<file path="config.mk">
export PLATFORM = sky130hd
export DESIGN_NAME = psk_symbol_derotate_pack
export DESIGN_NICKNAME = d
export VERILOG_FILES = /design/src/psd_pkg.sv /design/src/psd_front.sv /design/src/psd_fifo.sv /design/src/psd_back.sv /design/src/psk_symbol_derotate_pack.sv
export SDC_FILE = /design/constraint.sdc
export NUM_CORES = 1
export LEC_CHECK = 0
export BUFFER_PORTS_ARGS = -buffer_cell sky130_fd_sc_hd__buf_2
export CORE_MARGIN = 2
export CORE_UTILIZATION = 50
export DETAILED_ROUTE_END_ITERATION = 7
export PLACE_DENSITY = 0.8
export SLEW_MARGIN = 20
export SYNTH_ARGS = -nofsm -noshare
export SYNTH_HDL_FRONTEND = slang
export SYNTH_SLANG_ARGS = --single-unit
</file>
<file path="constraint.sdc">
create_clock -name clk -period 8.1 [get_ports clk]
set_input_delay 1.215 -clock clk [delete_from_list [all_inputs] [get_ports clk]]
set_output_delay 1.215 -clock clk [all_outputs]
set_load 0.01 [all_outputs]
</file>
<file path="src/psd_pkg.sv">
// ----------------------------------------------------------------------------
// psd_pkg: shared types and constants for the PSK symbol derotate and pack
// block. It holds the modulation codes, register indexes and queue entry type.
// ----------------------------------------------------------------------------
package psd_pkg;

  localparam int MAX_FRAME_BYTES_DEF = 256;
  localparam int QUEUE_DEPTH_DEF     = 2;

  localparam int SYM_W      = 3;
  localparam int BYTE_W     = 8;
  localparam int ACC_W      = 10;
  localparam int BITCNT_W   = 4;
  localparam int NBITS_W    = 2;
  localparam int STEPS_W    = 3;
  localparam int FRAME_W    = 9;
  localparam int CFG_IDX_W  = 2;
  localparam int CFG_DATA_W = 9;

  typedef enum logic [1:0] {
    MODE_BPSK = 2'd0,
    MODE_QPSK = 2'd1,
    MODE_8PSK = 2'd2,
    MODE_NONE = 2'd3
  } psd_mode_t;

  localparam logic [CFG_IDX_W-1:0] CFG_IDX_MODE  = 2'd0;
  localparam logic [CFG_IDX_W-1:0] CFG_IDX_STEPS = 2'd1;
  localparam logic [CFG_IDX_W-1:0] CFG_IDX_FRAME = 2'd2;

  localparam logic [FRAME_W-1:0] FRAME_RESET = 9'd256;

  typedef struct packed {
    logic [NBITS_W-1:0] nbits;
    logic [SYM_W-1:0]   bits;
  } psd_sym_t;

endpackage

</file>
<file path="src/psd_front.sv">
// ----------------------------------------------------------------------------
// psd_front: input stage
// Derotates each accepted symbol for the current mode and forms a queue entry
// with the bit count. Symbols in the unused mode are taken and dropped.
// ----------------------------------------------------------------------------
module psd_front (
  input  logic                             clk,
  input  logic                             rst_n,
  input  logic                             in_valid,
  output logic                             in_ready,
  input  logic [psd_pkg::SYM_W-1:0]        in_symbol,
  input  psd_pkg::psd_mode_t               mode,
  input  logic [psd_pkg::STEPS_W-1:0]      steps,
  input  logic                             q_full,
  output logic                             q_push,
  output psd_pkg::psd_sym_t                q_wdata
);

  logic       bpsk_bit;
  logic [1:0] qpsk_sym;
  logic [2:0] epsk_sym;

  assign in_ready = !q_full;

  assign bpsk_bit = in_symbol[0] ^ (steps == 3'd1);
  assign qpsk_sym = in_symbol[1:0] - steps[1:0];
  assign epsk_sym = in_symbol - steps;

  always_comb begin
    q_wdata.nbits = 2'd0;
    q_wdata.bits  = 3'd0;
    case (mode)
      psd_pkg::MODE_BPSK: begin
        q_wdata.nbits = 2'd1;
        q_wdata.bits  = {2'b00, bpsk_bit};
      end
      psd_pkg::MODE_QPSK: begin
        q_wdata.nbits = 2'd2;
        q_wdata.bits  = {1'b0, qpsk_sym};
      end
      psd_pkg::MODE_8PSK: begin
        q_wdata.nbits = 2'd3;
        q_wdata.bits  = epsk_sym;
      end
      default: begin
        q_wdata.nbits = 2'd0;
        q_wdata.bits  = 3'd0;
      end
    endcase
  end

  assign q_push = in_valid && in_ready && (mode != psd_pkg::MODE_NONE);

  property p_push_has_bits;
    @(posedge clk) disable iff (!rst_n) q_push |-> (q_wdata.nbits != 2'd0);
  endproperty
  a_push_has_bits: assert property (p_push_has_bits)
    else $error("psd_front: queue entry without bits");

endmodule

</file>
<file path="src/psd_fifo.sv">
// ----------------------------------------------------------------------------
// psd_fifo: short queue between the input and packing stages
// Register based first-in first-out queue with a fill count.
// ----------------------------------------------------------------------------
module psd_fifo #(
  parameter int DEPTH = psd_pkg::QUEUE_DEPTH_DEF
) (
  input  logic              clk,
  input  logic              rst_n,
  input  logic              push,
  input  psd_pkg::psd_sym_t wdata,
  output logic              full,
  input  logic              pop,
  output logic              rvalid,
  output psd_pkg::psd_sym_t rdata
);

  localparam int PTR_W = (DEPTH > 1) ? $clog2(DEPTH) : 1;
  localparam int CNT_W = $clog2(DEPTH + 1);

  psd_pkg::psd_sym_t  mem_r [DEPTH];
  logic [PTR_W-1:0]   wptr_r, wptr_nxt;
  logic [PTR_W-1:0]   rptr_r, rptr_nxt;
  logic [CNT_W-1:0]   cnt_r, cnt_nxt;
  logic               do_push, do_pop;

  assign full    = (cnt_r == CNT_W'(DEPTH));
  assign rvalid  = (cnt_r != '0);
  assign rdata   = mem_r[rptr_r];
  assign do_push = push && !full;
  assign do_pop  = pop && rvalid;

  always_comb begin
    wptr_nxt = wptr_r;
    rptr_nxt = rptr_r;
    cnt_nxt  = cnt_r;
    if (do_push) begin
      wptr_nxt = (wptr_r == PTR_W'(DEPTH - 1)) ? '0 : wptr_r + 1'b1;
    end
    if (do_pop) begin
      rptr_nxt = (rptr_r == PTR_W'(DEPTH - 1)) ? '0 : rptr_r + 1'b1;
    end
    if (do_push && !do_pop) begin
      cnt_nxt = cnt_r + 1'b1;
    end else if (do_pop && !do_push) begin
      cnt_nxt = cnt_r - 1'b1;
    end
  end

  always_ff @(posedge clk) begin
    if (!rst_n) begin
      wptr_r <= '0;
      rptr_r <= '0;
      cnt_r  <= '0;
    end else begin
      wptr_r <= wptr_nxt;
      rptr_r <= rptr_nxt;
      cnt_r  <= cnt_nxt;
    end
  end

  always_ff @(posedge clk) begin
    if (do_push) begin
      mem_r[wptr_r] <= wdata;
    end
  end

  property p_no_push_full;
    @(posedge clk) disable iff (!rst_n) !(push && full);
  endproperty
  a_no_push_full: assert property (p_no_push_full)
    else $error("psd_fifo: push into a full queue");

  property p_cnt_bound;
    @(posedge clk) disable iff (!rst_n) cnt_r <= CNT_W'(DEPTH);
  endproperty
  a_cnt_bound: assert property (p_cnt_bound)
    else $error("psd_fifo: fill count out of range");

endmodule

</file>
<file path="src/psd_back.sv">
// ----------------------------------------------------------------------------
// psd_back: packing stage
// Shifts derotated symbols into the bit accumulator, emits completed bytes
// into the output register and marks the byte that ends a frame.
// ----------------------------------------------------------------------------
module psd_back #(
  parameter int MAX_FRAME_BYTES = psd_pkg::MAX_FRAME_BYTES_DEF
) (
  input  logic                           clk,
  input  logic                           rst_n,
  input  logic                           q_valid,
  input  psd_pkg::psd_sym_t              q_rdata,
  output logic                           q_pop,
  input  logic [psd_pkg::FRAME_W-1:0]    frame_bytes,
  output logic                           out_valid,
  input  logic                           out_ready,
  output logic [psd_pkg::BYTE_W-1:0]     out_data_byte,
  output logic                           out_last_byte
);

  localparam int CW = $clog2(MAX_FRAME_BYTES + 1);
  localparam int LW = (CW > psd_pkg::FRAME_W) ? CW : psd_pkg::FRAME_W;

  logic [psd_pkg::ACC_W-1:0]    acc_r, acc_nxt, acc_sh;
  logic [psd_pkg::BITCNT_W-1:0] bit_cnt_r, bit_cnt_nxt, bit_sum;
  logic [CW-1:0]                byte_cnt_r, byte_cnt_nxt, byte_cnt_inc;
  logic                         out_valid_r, out_valid_nxt;
  logic [psd_pkg::BYTE_W-1:0]   data_r, data_nxt, byte_val;
  logic                         last_r, last_nxt;
  logic [LW-1:0]                frame_ext, frame_len;
  logic                         advance, emit, is_last;

  assign out_valid     = out_valid_r;
  assign out_data_byte = data_r;
  assign out_last_byte = last_r;

  assign advance = q_valid && (!out_valid_r || out_ready);
  assign q_pop   = advance;

  assign frame_ext = LW'(frame_bytes);
  assign frame_len = ((frame_bytes == '0) || (frame_ext > LW'(MAX_FRAME_BYTES))) ?
                     LW'(MAX_FRAME_BYTES) : frame_ext;

  always_comb begin
    case (q_rdata.nbits)
      2'd1:    acc_sh = {acc_r[8:0], q_rdata.bits[0]};
      2'd2:    acc_sh = {acc_r[7:0], q_rdata.bits[1:0]};
      2'd3:    acc_sh = {acc_r[6:0], q_rdata.bits};
      default: acc_sh = acc_r;
    endcase
  end

  assign bit_sum      = bit_cnt_r + {2'b00, q_rdata.nbits};
  assign emit         = bit_sum[3];
  assign byte_cnt_inc = byte_cnt_r + 1'b1;
  assign is_last      = (LW'(byte_cnt_inc) >= frame_len);

  always_comb begin
    case (bit_sum[1:0])
      2'd1:    byte_val = acc_sh[8:1];
      2'd2:    byte_val = acc_sh[9:2];
      default: byte_val = acc_sh[7:0];
    endcase
  end

  always_comb begin
    acc_nxt       = acc_r;
    bit_cnt_nxt   = bit_cnt_r;
    byte_cnt_nxt  = byte_cnt_r;
    out_valid_nxt = out_valid_r && !out_ready;
    data_nxt      = data_r;
    last_nxt      = last_r;
    if (advance) begin
      if (emit) begin
        out_valid_nxt = 1'b1;
        data_nxt      = byte_val;
        last_nxt      = is_last;
        if (is_last) begin
          acc_nxt      = '0;
          bit_cnt_nxt  = '0;
          byte_cnt_nxt = '0;
        end else begin
          bit_cnt_nxt  = {2'b00, bit_sum[1:0]};
          byte_cnt_nxt = byte_cnt_inc;
          case (bit_sum[1:0])
            2'd1:    acc_nxt = {9'd0, acc_sh[0]};
            2'd2:    acc_nxt = {8'd0, acc_sh[1:0]};
            default: acc_nxt = '0;
          endcase
        end
      end else begin
        acc_nxt     = acc_sh;
        bit_cnt_nxt = bit_sum;
      end
    end
  end

  always_ff @(posedge clk) begin
    if (!rst_n) begin
      acc_r       <= '0;
      bit_cnt_r   <= '0;
      byte_cnt_r  <= '0;
      out_valid_r <= 1'b0;
    end else begin
      acc_r       <= acc_nxt;
      bit_cnt_r   <= bit_cnt_nxt;
      byte_cnt_r  <= byte_cnt_nxt;
      out_valid_r <= out_valid_nxt;
    end
  end

  always_ff @(posedge clk) begin
    data_r <= data_nxt;
    last_r <= last_nxt;
  end

  property p_bitcnt_bound;
    @(posedge clk) disable iff (!rst_n) bit_cnt_r < 4'd8;
  endproperty
  a_bitcnt_bound: assert property (p_bitcnt_bound)
    else $error("psd_back: bit count reached a full byte");

  property p_last_clears;
    @(posedge clk) disable iff (!rst_n)
      (advance && emit && is_last) |=> (byte_cnt_r == '0 && bit_cnt_r == '0 && out_last_byte);
  endproperty
  a_last_clears: assert property (p_last_clears)
    else $error("psd_back: frame end did not clear the counters");

endmodule

</file>
<file path="src/psk_symbol_derotate_pack.sv">
// Path: a symbol accepted at the input is written into the queue, the packing
// stage then shifts it into the accumulator, and the byte it completes is
// loaded into the output register, raises out_valid and waits for out_ready.
// Throughput: one symbol per cycle while out_ready is high; a byte leaves every 8,
// 4 or about 2.7 symbols for BPSK, QPSK and 8PSK, by each mode's bits per symbol.
// Reset (synchronous, active low) empties the queue, clears the accumulator
// and counters, and loads mode QPSK, zero rotation and a 256-byte frame.
// ----------------------------------------------------------------------------
// psk_symbol_derotate_pack: receive-side PSK demapper
// Derotates received symbols and packs their bits MSB-first into bytes,
// marking the last byte of each frame.
// ----------------------------------------------------------------------------
module psk_symbol_derotate_pack #(
  parameter int MAX_FRAME_BYTES = psd_pkg::MAX_FRAME_BYTES_DEF,
  parameter int QUEUE_DEPTH     = psd_pkg::QUEUE_DEPTH_DEF
) (
  input  logic                              clk,
  input  logic                              rst_n,
  input  logic                              cfg_we,
  input  logic [psd_pkg::CFG_IDX_W-1:0]     cfg_index,
  input  logic [psd_pkg::CFG_DATA_W-1:0]    cfg_wdata,
  input  logic                              in_valid,
  output logic                              in_ready,
  input  logic [psd_pkg::SYM_W-1:0]         in_symbol,
  output logic                              out_valid,
  input  logic                              out_ready,
  output logic [psd_pkg::BYTE_W-1:0]        out_data_byte,
  output logic                              out_last_byte
);

  psd_pkg::psd_mode_t              mode_r, mode_nxt;
  logic [psd_pkg::STEPS_W-1:0]     steps_r, steps_nxt;
  logic [psd_pkg::FRAME_W-1:0]     frame_r, frame_nxt;

  logic                            q_full, q_push, q_pop, q_valid;
  psd_pkg::psd_sym_t               q_wdata, q_rdata;

  always_comb begin
    mode_nxt  = mode_r;
    steps_nxt = steps_r;
    frame_nxt = frame_r;
    if (cfg_we) begin
      case (cfg_index)
        psd_pkg::CFG_IDX_MODE:  mode_nxt  = psd_pkg::psd_mode_t'(cfg_wdata[1:0]);
        psd_pkg::CFG_IDX_STEPS: steps_nxt = cfg_wdata[psd_pkg::STEPS_W-1:0];
        psd_pkg::CFG_IDX_FRAME: frame_nxt = cfg_wdata[psd_pkg::FRAME_W-1:0];
        default: begin
          mode_nxt = mode_r;
        end
      endcase
    end
  end

  always_ff @(posedge clk) begin
    if (!rst_n) begin
      mode_r  <= psd_pkg::MODE_QPSK;
      steps_r <= '0;
      frame_r <= psd_pkg::FRAME_RESET;
    end else begin
      mode_r  <= mode_nxt;
      steps_r <= steps_nxt;
      frame_r <= frame_nxt;
    end
  end

  psd_front u_front (
    .clk       (clk),
    .rst_n     (rst_n),
    .in_valid  (in_valid),
    .in_ready  (in_ready),
    .in_symbol (in_symbol),
    .mode      (mode_r),
    .steps     (steps_r),
    .q_full    (q_full),
    .q_push    (q_push),
    .q_wdata   (q_wdata)
  );

  psd_fifo #(
    .DEPTH (QUEUE_DEPTH)
  ) u_fifo (
    .clk    (clk),
    .rst_n  (rst_n),
    .push   (q_push),
    .wdata  (q_wdata),
    .full   (q_full),
    .pop    (q_pop),
    .rvalid (q_valid),
    .rdata  (q_rdata)
  );

  psd_back #(
    .MAX_FRAME_BYTES (MAX_FRAME_BYTES)
  ) u_back (
    .clk           (clk),
    .rst_n         (rst_n),
    .q_valid       (q_valid),
    .q_rdata       (q_rdata),
    .q_pop         (q_pop),
    .frame_bytes   (frame_r),
    .out_valid     (out_valid),
    .out_ready     (out_ready),
    .out_data_byte (out_data_byte),
    .out_last_byte (out_last_byte)
  );

endmodule
</file>
**Yosys cells after proc, flatten, opt, wreduce, memory -nomap -nowiden**

Memories as Yosys holds them, arrays and structs flattened. A register that Yosys moved wholly into a read port is not among the register bits.
Index checks and enable logic that the tools add are counted.

- Register bits: 51
- Memory bits (writable): 10
- Output and inout bits: 11
- Logic and storage cells: 80
- Memories kept: 1

Memory list:

| name | depth | bits a word | rd ports | clocked after memory_dff | write ports | line | text |
|---|---|---|---|---|---|---|---|
| u_fifo.mem_r | 2 | 5 | 1 | 1 | 1 | psd_fifo.sv:21 | `psd_pkg::psd_sym_t mem_r [DEPTH];` |

- $add $sub $neg: 8
- $lt $le $gt $ge: 2
- Equality and inequality tests: 12
- Multiplexer cells: 20
- Bitwise logic cells: 1
- Reduce and logical (&&, ||, !) cells: 24

Operators by type and width:

| cell | count |
|---|---|
| $pmux 10 s3 | 1 |
| $mux 10 | 2 |
| $mux 9 | 2 |
| $pmux 8 s2 | 1 |
| $pmux 5 s3 | 1 |
| $eq 2x2->1 const B | 6 |
| $add 9x1->9 const B | 1 |
| $ge 9x9->1 | 1 |
| $gt 9x9->1 const B | 1 |
| $logic_not 9->1 | 1 |
| $eq 2x1->1 const B | 4 |
| $logic_and 1x1->1 | 8 |
| $mux 1 | 8 |
| $reduce_and 2->1 | 4 |
| $mux 2 | 3 |
| $logic_not 1->1 | 5 |
| $add 4x2->4 | 1 |
| $logic_not 2->1 | 2 |
| $pmux 2 s2 | 1 |
| $reduce_bool 2->1 | 2 |
| $eq 3x1->1 const B | 1 |
| $mux 3 | 1 |
| $sub 3x3->3 | 1 |
| $add 1x1->1 const B | 2 |
| 6 further kinds | 7 |

**Depth between registers and ports, before layout**

Gate-level depths: netlist of the first run.

- Word-level depth: 9
- Depth in mapped cells: 13

**Modules after synthesis**

From an unflattened synthesis of the first run, not the netlist that was laid out.

- Cells, all modules: 353
- Area total of the unflattened synthesis: 3459.6 sq um

Modules (own cells, without submodules):

| module | instances | cells each | area each (sq um) | sequential area each (sq um) |
|---|---|---|---|---|
| psd_back | 1 | 229 | 2099.5 | 730.7 |
| psd_fifo | 1 | 41 | 586.8 | 400.4 |
| psk_symbol_derotate_pack | 1 | 58 | 563.0 | 280.3 |
| psd_front | 1 | 25 | 210.2 | 0.0 |

**Worst setup path before layout of the first run**

OpenSTA, ideal clock, no wires.

- Path type: in2reg
- From: input out_ready
- To: register u_fifo.cnt_r[1]
- Arrival: 2.667 ns
- Data required time: 8.030 ns
- Setup slack: 5.363 ns
- Stages on the path: 6
- Path buffers: 1
- Path through: nand2b_1 nand2_1 clkbuf_1 ha_1 or3_1 a21oi_1

- Word-level cells in the longest chain between the ends: 6
- Elaborated cells between the ends (all ways): 8
- Those cells by class: mux: 1; reduce/logical: 7

Ends and longest elaborated chain:

| what | line | text |
|---|---|---|
| start: declaration | psk_symbol_derotate_pack.sv:26 | `input logic out_ready,` |
| $logic_or 1x1->1 * | psd_back.sv:37 | `assign advance = q_valid && (!out_valid_r \|\| out_ready);` |
| $logic_and 1x1->1 * | psd_back.sv:37 |  |
| $logic_and 1x1->1 * | psd_fifo.sv:31 | `assign do_pop = pop && rvalid;` |
| $logic_not 1->1 | psd_fifo.sv:43 | `if (do_push && !do_pop) begin` |
| $logic_and 1x1->1 | psd_fifo.sv:43 |  |
| $mux 2 / $reduce_bool 2->1 (equally long branches) | - |  |
| end signal: assignment | psd_fifo.sv:58 | `cnt_r <= cnt_nxt;` |
| end: declaration | psd_fifo.sv:24 | `logic [CNT_W-1:0] cnt_r, cnt_nxt;` |

Every way passes the cells marked *; elsewhere a longest branch is shown, timed or not.
A chain may end at the register's enable or synchronous reset.

==> results of run 1 <==
layout by cell type (no fill, tap or decap), drive strengths merged, types with 6 or more instances in the layout:
cell,instances
clkbuf,9
nand3,16
nand2b,7
inv,18
buf,32
nand2,38
nor2,40
a22oi,13
edfxtp,19
xor2,8
dfxtp,42
ha,21
a21oi,16
xnor2,6
mux2i,29
sequential cells by signal (all words and copies together), names as in the netlist, named ones only:
name	flops
frame_r	9
mode_r	2
steps_r	3
u_back.acc_r	10
u_back.bit_cnt_r	3
u_back.byte_cnt_r	9
u_back.out_data_byte	8
u_back.out_last_byte	1
u_back.out_valid	1
u_fifo.cnt_r	2
u_fifo.mem_r	10
u_fifo.rptr_r	1
u_fifo.wptr_r	1
power by group:
group | total (mW) | internal (mW) | switching [mW]
Combinational | 0.317 | 0.125 | 0.192
Sequential | 0.393 | 0.360 | 0.0337
Clock | 0.270 | 0.143 | 0.127
layer usage:
| layer | routed length, µm | global-route usage (%) | part of all wire [%] | up-vias |
|---|---|---|---|---|
| li1 | - | - | - | 1278 |
| met1 | 2860 | 24.0 | 45 | 1141 |
| met2 | 3120 | 32.5 | 49 | 56 |
| met3 | 281 | 6.13 | 4.4 | 13 |
| met4 | 131 | 7.50 | 2.0 | 0 |
| met5 | 0 | 0 | 0 | - |
cell families after synthesis:
group,after synthesis
simple gates,130
flops,61
compound gates,53
mux,33
buf+inv,31
fa+ha+maj,23
xor+xnor,14
final cells by class:
type / instances / area share (%)
multi-input combinational: 253 / 47.5
sequential: 61 / 38.3
timing repair buffer: 32 / 4.55
clock buffer: 9 / 3.36
tap: 77 / 2.62
clock inverter: 7 / 2.00
inverter: 16 / 1.63
worst paths after layout:
check | to | slack [ns]
setup / recovery | u_back.acc_r[1]$_SDFFE_PN0P_ | 4.80
hold / removal | u_back.byte_cnt_r[8]$_SDFFE_PN0P_ | 0.47
setup reg to reg | u_back.acc_r[1]$_SDFFE_PN0P_ | 4.80
hold reg to reg | u_back.byte_cnt_r[8]$_SDFFE_PN0P_ | 0.47
worst register-to-register path, stage by stage, from the launching register on:
cell                      delay [ns]
sky130_fd_sc_hd__dfxtp_1        0.58
sky130_fd_sc_hd__mux2i_1        0.24
sky130_fd_sc_hd__buf_4          0.23
sky130_fd_sc_hd__inv_1          0.07
sky130_fd_sc_hd__ha_1           0.20
sky130_fd_sc_hd__inv_1          0.07
sky130_fd_sc_hd__fa_1           0.45
sky130_fd_sc_hd__inv_1          0.08
sky130_fd_sc_hd__ha_1           0.35
sky130_fd_sc_hd__nor2b_1        0.53
sky130_fd_sc_hd__nor2_1         0.08
sky130_fd_sc_hd__o41ai_1        0.32
through the flow:
step	hold WS (ns)	setup WS (ns)
2_1_floorplan	0.444	5.36
3_5_place_dp	0.458	4.85
4_1_cts	0.467	4.78
3_3_place_gp	0.459	5.03
6_report	0.469	4.80
5_1_grt	0.482	4.52
==> metrics.cfg, run 1 <==
[synth]
synth_top_cell_area_share_pct = 25.6
number_of_register_bits_inferred_by_synthesis = 61
synth-adder-area-share_pct = 9.21
synth_enable_flop_cells = 19
synth.most_common_cell = sky130_fd_sc_hd__dfxtp_1
synthesis.instances = 345
top_area_cells_in_the_synthesized_netlist = sky130_fd_sc_hd__dfxtp_1, sky130_fd_sc_hd__edfxtp_1, sky130_fd_sc_hd__mux2i_1, sky130_fd_sc_hd__ha_1, sky130_fd_sc_hd__nor2_1
synth_top_area_cell = sky130_fd_sc_hd__dfxtp_1
synth_top_family_by_area = simple AND/OR/NAND/NOR gates
synthXorXnorAreaFrac_pct = 3.73
ys_seq_area_share_pct = 42.9
synth_compound_area_share_pct = 10.8
post_syn_nets = 387
total_standard_cell_area_after_synthesis_um2 = 3290
synthMuxAreaShare_pct = 10.9
post_synth_most_frequent_cells = sky130_fd_sc_hd__dfxtp_1, sky130_fd_sc_hd__nor2_1, sky130_fd_sc_hd__nand2_1, sky130_fd_sc_hd__mux2i_1, sky130_fd_sc_hd__ha_1
synthSimpleGateAreaFrac_pct = 18.6
synth-async-reset-ratio_pct = 0
synth_area_per_cell_um2 = 9.53
netlist_cell_types = 45
yosys_warns = 0
dominantRegCellSynth = sky130_fd_sc_hd__dfxtp_1

[route]
detail_route.wirelength_mm = 6.39
route.vias.total = 2488
dr.first_iter.drc_count = 89
routed_wire_length_per_instance_um = 14.0
drt.antenna.violating_nets = 0
post-route-drc-count = 0
dr.pass1.iters = 4
route.detailed.vias_per_inst = 5.47

[placed_design]
io_buffer_count = 29
routabilityCongestion = 0.872
place_inst = 439
dp_hpwl_mm = 4.61
placedInstanceArea_um2 = 3480

[layout]
final_core_utilization_pct = 58.0
area_growth_syn_to_layout_pct = 11.9
fillCellCount = 556
multi_input_comb_area_um2 = 1750
layout.area.seq_um2 = 1410
fin_nets = 415
final_instance_area_um2 = 3680
layout.cells.non_filler = 455
antennaDiodeCount = 0
share_of_final_layout_standard_cells_stronger_than_drive_strength_1_pct = 14.6

[floorplan]
die_h_um = 85.1
die-area_um2 = 7240
effective_utilization_at_floorplan_pct = 51.8
core_area_um2 = 6350
die_w_um = 85.1
io-pin-count = 30
placementRows = 29

[grt]
track_usage_pct = 19.6
antenna_found_initial = 0
globalRouteOverflowTotal = 0
pin_count_of_the_biggest_net_entering_global_routing = 39
first_global_vias = 2495
grt_pass1_wl_mm = 11.3

[critical_path]
cpLargestDelayFamily = adder cells
maximum_net_fanout_on_the_critical_path = 12
crit_slowest_cell = sky130_fd_sc_hd__dfxtp_1
critical_path.n_buffers_inverters = 4
crit_required_ns = 8.34
critical-path-max-stage-delay_ns = 0.58
timing_worst_setup_path_type = reg2reg
r2r.worst_path.cells = 11
worst_path_depth = 11
worst_ep_arrival_time_ns = 3.54
setup.worst_path.end_class = register
timing.critical_path.mode_cell = sky130_fd_sc_hd__inv_1
ordered_list_of_cells_on_the_worst_path = mux2i_1 > buf_4 > inv_1 > ha_1 > inv_1 > fa_1 > inv_1 > ha_1 > nor2b_1 > nor2_1 > o41ai_1
startpoint_type = register

[cts]
cts.repair.resized = 0
cts_root_buffer = sky130_fd_sc_hd__clkbuf_8
tritoncts = built
clock_slew_at_the_register_clock_pins_of_the_worst_setup_and_hold_paths_ns = 0.07
max-clock-path-buffers = 2
htree_levels = 3
cts_post_setup_buffers_inserted = 0
holdBufCountCts = 0
cts.sinks = 61
numCtsBuffers = 9
clock_insertion_delay_worst_skew_ns = 0.35

[power]
power.density_cell_area_nw_per_um2 = 266
finalPower_mw = 0.980
static_power_due_to_leakage_nw = 1.59
power.ir.vdd_worst_v = 0.000161

[timing]
final.period_utilization_pct = 40.7
finalHoldViolations = 0
timing.slew.headroom_pct = 55.1
worst_pin_slew_ns = 0.674
clock-skew-final_ns = 0.00646
rsz0062_at_grt = no
final-max-slew-violation-count = 0
fin_crit_ns = 3.30
finalSetupViolCount = 0
fmax_mhz = 303
final_tns_setup_ns = 0

[flow_run]
drv_cap = 0

[min_path]
hold_path_class = reg2reg
timing.hold.worst.start = u_back.byte_cnt_r[8]$_SDFFE_PN0P_
whs_path_depth = 2

[outcome]
result_of_the_run = complete, no violations

Note: power is estimated with default switching activity, not from simulation.
==> run 2: changes to the inputs <==
--- a/config.mk
+++ b/config.mk
@@ -5,11 +5,12 @@
 export SDC_FILE = /design/constraint.sdc
 export NUM_CORES = 1
 export LEC_CHECK = 0
+export ABC_AREA = 1
 export BUFFER_PORTS_ARGS = -buffer_cell sky130_fd_sc_hd__buf_2
 export CORE_MARGIN = 2
 export CORE_UTILIZATION = 50
 export DETAILED_ROUTE_END_ITERATION = 7
-export PLACE_DENSITY = 0.8
+export PLACE_DENSITY = 0.82
 export SLEW_MARGIN = 20
 export SYNTH_ARGS = -nofsm -noshare
 export SYNTH_HDL_FRONTEND = slang
==> constraint.sdc (replaced) <==
create_clock -name clk -period 3 [get_ports clk]
set_input_delay 0.45 -clock clk [delete_from_list [all_inputs] [get_ports clk]]
set_output_delay 0.45 -clock clk [all_outputs]
set_load 0.01 [all_outputs]
==> run 2 against run 1 <==
Effect of this change: sequential power grew to 2.9 times the previous value; setup slack got worse by 4.5 ns; utilization decreased by 0.61 points; final cell count grew 28%; die area is 6.1% higher; critical path type unchanged; highest routed layer unchanged.
==> metrics.cfg, run 2 <==
[floorplan]
placementRows = 30  ; +3.4%
core_area_um2 = 6790  ; +7.0%
die_h_um = 87.7  ; +3.0%
die-area_um2 = 7690  ; +6.1%
die_w_um = 87.7  ; +3.0%
effective_utilization_at_floorplan_pct = 51.5  ; -0.27 points
io-pin-count = 30  ; unchanged

[timing]
clock-skew-final_ns = 0.0113  ; +0.00482 ns
timing.slew.headroom_pct = 47.3  ; -7.8 points
final-max-slew-violation-count = 0  ; unchanged
finalSetupViolCount = 0  ; unchanged
post-route-worst-setup-slack_ns = 0.253  ; -4.55 ns
final_tns_setup_ns = 0  ; unchanged
final.period_utilization_pct = 91.6  ; +51 points
worst_pin_slew_ns = 0.790  ; +0.117 ns
fmax_mhz = 364  ; +20%
finalHoldWorstSlack_ns = 0.327  ; -0.142 ns
rsz0062_at_grt = no
fin_crit_ns = 2.75  ; -0.551 ns
finalHoldViolations = 0  ; unchanged

[synth]
synthesis.instances = 449  ; +30%
top_area_cells_in_the_synthesized_netlist = sky130_fd_sc_hd__dfxtp_1, sky130_fd_sc_hd__edfxtp_1, sky130_fd_sc_hd__nand2_1, sky130_fd_sc_hd__ha_1, sky130_fd_sc_hd__nand3_1
dominantRegCellSynth = sky130_fd_sc_hd__dfxtp_1
synth-async-reset-ratio_pct = 0  ; unchanged
yosys_warns = 0  ; unchanged
ys_seq_area_share_pct = 40.3  ; -2.6 points
synth_area_per_cell_um2 = 7.80  ; -18%
post_syn_nets = 491  ; +27%
netlist_cell_types = 39  ; -13%
synth_top_cell_area_share_pct = 24.0  ; -1.5 points
number_of_register_bits_inferred_by_synthesis = 61  ; unchanged
synth_enable_flop_cells = 19  ; unchanged
synth_top_area_cell = sky130_fd_sc_hd__dfxtp_1
total_standard_cell_area_after_synthesis_um2 = 3500  ; +6.4%
post_synth_most_frequent_cells = sky130_fd_sc_hd__nand2_1, sky130_fd_sc_hd__nand3_1, sky130_fd_sc_hd__inv_1, sky130_fd_sc_hd__dfxtp_1, sky130_fd_sc_hd__a21oi_1
synth.most_common_cell = sky130_fd_sc_hd__nand2_1

[cts]
cts.sinks = 61  ; unchanged
clock_insertion_delay_worst_skew_ns = 0.34  ; about the same
cts_root_buffer = sky130_fd_sc_hd__clkbuf_8
cts_post_setup_buffers_inserted = 0  ; unchanged
clock_slew_at_the_register_clock_pins_of_the_worst_setup_and_hold_paths_ns = 0.07  ; about the same
htree_levels = 3  ; unchanged
tritoncts = built
max-clock-path-buffers = 2  ; unchanged
numCtsBuffers = 9  ; unchanged

[critical_path]
timing_worst_setup_path_type = reg2reg
critical-path-max-stage-delay_ns = 0.51  ; -0.07 ns
setup.worst_path.end_class = register
startpoint_type = register
ordered_list_of_cells_on_the_worst_path = nand2_1 > nand2_4 > ha_1 > inv_1 > fa_1 > inv_1 > ha_4 > inv_1 > nand2_1 > inv_1 > nand2_1 > nand2_1 > nand2_1 > inv_1 > nand2_1 > a21oi_1
timing.critical_path.mode_cell = sky130_fd_sc_hd__nand2_1
worst_ep_arrival_time_ns = 2.94  ; -0.60 ns
crit_slowest_cell = sky130_fd_sc_hd__fa_1
maximum_net_fanout_on_the_critical_path = 13  ; +1
crit_required_ns = 3.19  ; -5.15 ns

[layout]
share_of_final_layout_standard_cells_stronger_than_drive_strength_1_pct = 16.0  ; +1.5 points
layout_common_cells = sky130_fd_sc_hd__nand2_1, sky130_fd_sc_hd__nand3_1, sky130_fd_sc_hd__inv_1
reg_top3 = u_back.acc_r: 10 flops, u_fifo.mem_r: 10 flops
final_core_utilization_pct = 57.4  ; -0.61 points
area_growth_syn_to_layout_pct = 11.4
fin_nets = 523  ; +26%
antennaDiodeCount = 0  ; unchanged
final_common_cell = sky130_fd_sc_hd__nand2_1

[placed_design]
dp_hpwl_mm = 5.33  ; +16%
io_buffer_count = 29  ; unchanged
placement_setup_slack_ns = 0.0618  ; -4.78 ns
routabilityCongestion = 0.886  ; +1.6%

[min_path]
hold_path_class = in2reg

[route]
dr.pass1.iters = 4  ; unchanged
drt.antenna.violating_nets = 0  ; unchanged
route.detailed.vias_per_inst = 5.28  ; -3.4%
detail_route.wirelength_mm = 7.22  ; +13%
routed_wire_length_per_instance_um = 12.4  ; -12%
route.vias.total = 3075  ; +24%
dr.first_iter.drc_count = 170  ; +91%
post-route-drc-count = 0  ; unchanged

[power]
power.net_switching_mw = 1.57  ; +350%
power.ir.vdd_worst_v = 0.000445  ; +180%
power.share.sequential_pct = 32.9  ; -7.2 points
power.density_cell_area_nw_per_um2 = 897  ; +240%
static_power_due_to_leakage_nw = 1.71  ; +7.2%
power_switching_share_pct = 44.8  ; +8.9 points
cellInternalPower_mw = 1.93  ; +210%
pwr-share-clk_pct = 18.0  ; -9.5 points
power_frac_comb_pct = 49.1  ; +17 points

[grt]
first_global_vias = 2853  ; +14%
grt_pass1_wl_mm = 12.5  ; +11%
track_usage_pct = 20.7  ; +1.0 points
pin_count_of_the_biggest_net_entering_global_routing = 23  ; -41%
antenna_found_initial = 0  ; unchanged
globalRouteOverflowTotal = 0  ; unchanged

[flow_run]
drv_cap = 0  ; unchanged

[outcome]
result_of_the_run = complete, no violations

run 2: changes by cell type after synthesis, sizes merged, moves of 5 or more:
cell	delta
nand3	+36
nor2b	-5
inv	+35
a21oi	+18
clkbuf	-9
mux2i	-29
o21ai	+16
nand2b	-7
xor2	-5
a22oi	-13
nand4	+6
nand2	+92
nor3b	-5
run 2: cell type report:
class                      count  area, µm²
clock buffer                  10        128
multi-input combinational    328       1850
clock inverter                 6       38.8
timing repair buffer          29        145
fill                         599       2900
sequential                    61       1410
tap                           96        120
inverter                      52        205
run 2: through the flow:
stage	total power, mW	instances	area [µm²]
3_5_place_dp	2.77	566	3710
2_1_floorplan	2.45	449	3500
4_1_cts	3.41	582	3880
3_3_place_gp	2.72	566	3710
6_report	3.50	582	3900
5_1_grt	3.77	582	3900
run 2: what timing repair did:
action	CTS	global route
resized for setup	0	3
endpoints found under the setup margin	0	7
hold buffers	0	0
run 2: worst paths after layout:
path                                  endpoint  depth (start not counted)                  startpoint  slack (ns)
setup / recovery  u_back.acc_r[0]$_SDFFE_PN0P_                         16                    register        0.25
hold / removal         frame_r[8]$_SDFFE_PN1P_                          3                cfg_wdata[8]        0.33
setup reg to reg  u_back.acc_r[0]$_SDFFE_PN0P_                         16                    register        0.25
hold reg to reg     u_fifo.rptr_r$_SDFFE_PN0P_                          1  u_fifo.rptr_r$_SDFFE_PN0P_        0.45
run 2: kinds of logic after synthesis:
family | share of synthesized area [%]
DFF | 40.3
adders and majority gates | 8.65
buffers and inverters | 7.33
xor gates and xnor gates | 2.00
AOI/OAI and AO/OA | 9.47
and+or+nand+nor | 32.2
run 2: worst max-delay path, delay by kind of cell, from the launching register on:
family | cells | cell delay, ns
AO/OA/AOI/OAI | 1 | 0.05
adder cells (fa/ha/maj) | 3 | 1.07
buffers and inverters | 5 | 0.37
flip-flops | 1 | 0.44
AND/OR/NAND/NOR | 7 | 0.66
run 2: power groups by stage:
stage                     registers [mW]  clock network (mW)  logic (mW)
after floorplan                     1.14                   0        1.31
after global placement              1.16                   0        1.56
after detailed placement            1.17                   0        1.60
after CTS                           1.15               0.641        1.62
after global routing                1.17               0.674        1.93
final                               1.15               0.631        1.72
run 2: metal layers:
layer	wire, µm	share of wire [%]	global-route usage (%)	vias to the layer above
li1	-	-	-	1546
met1	3120	43	24.6	1397
met4	161	2.2	7.55	0
met3	489	6.8	6.41	18
met5	0	0	0	-
met2	3440	48	35.2	114
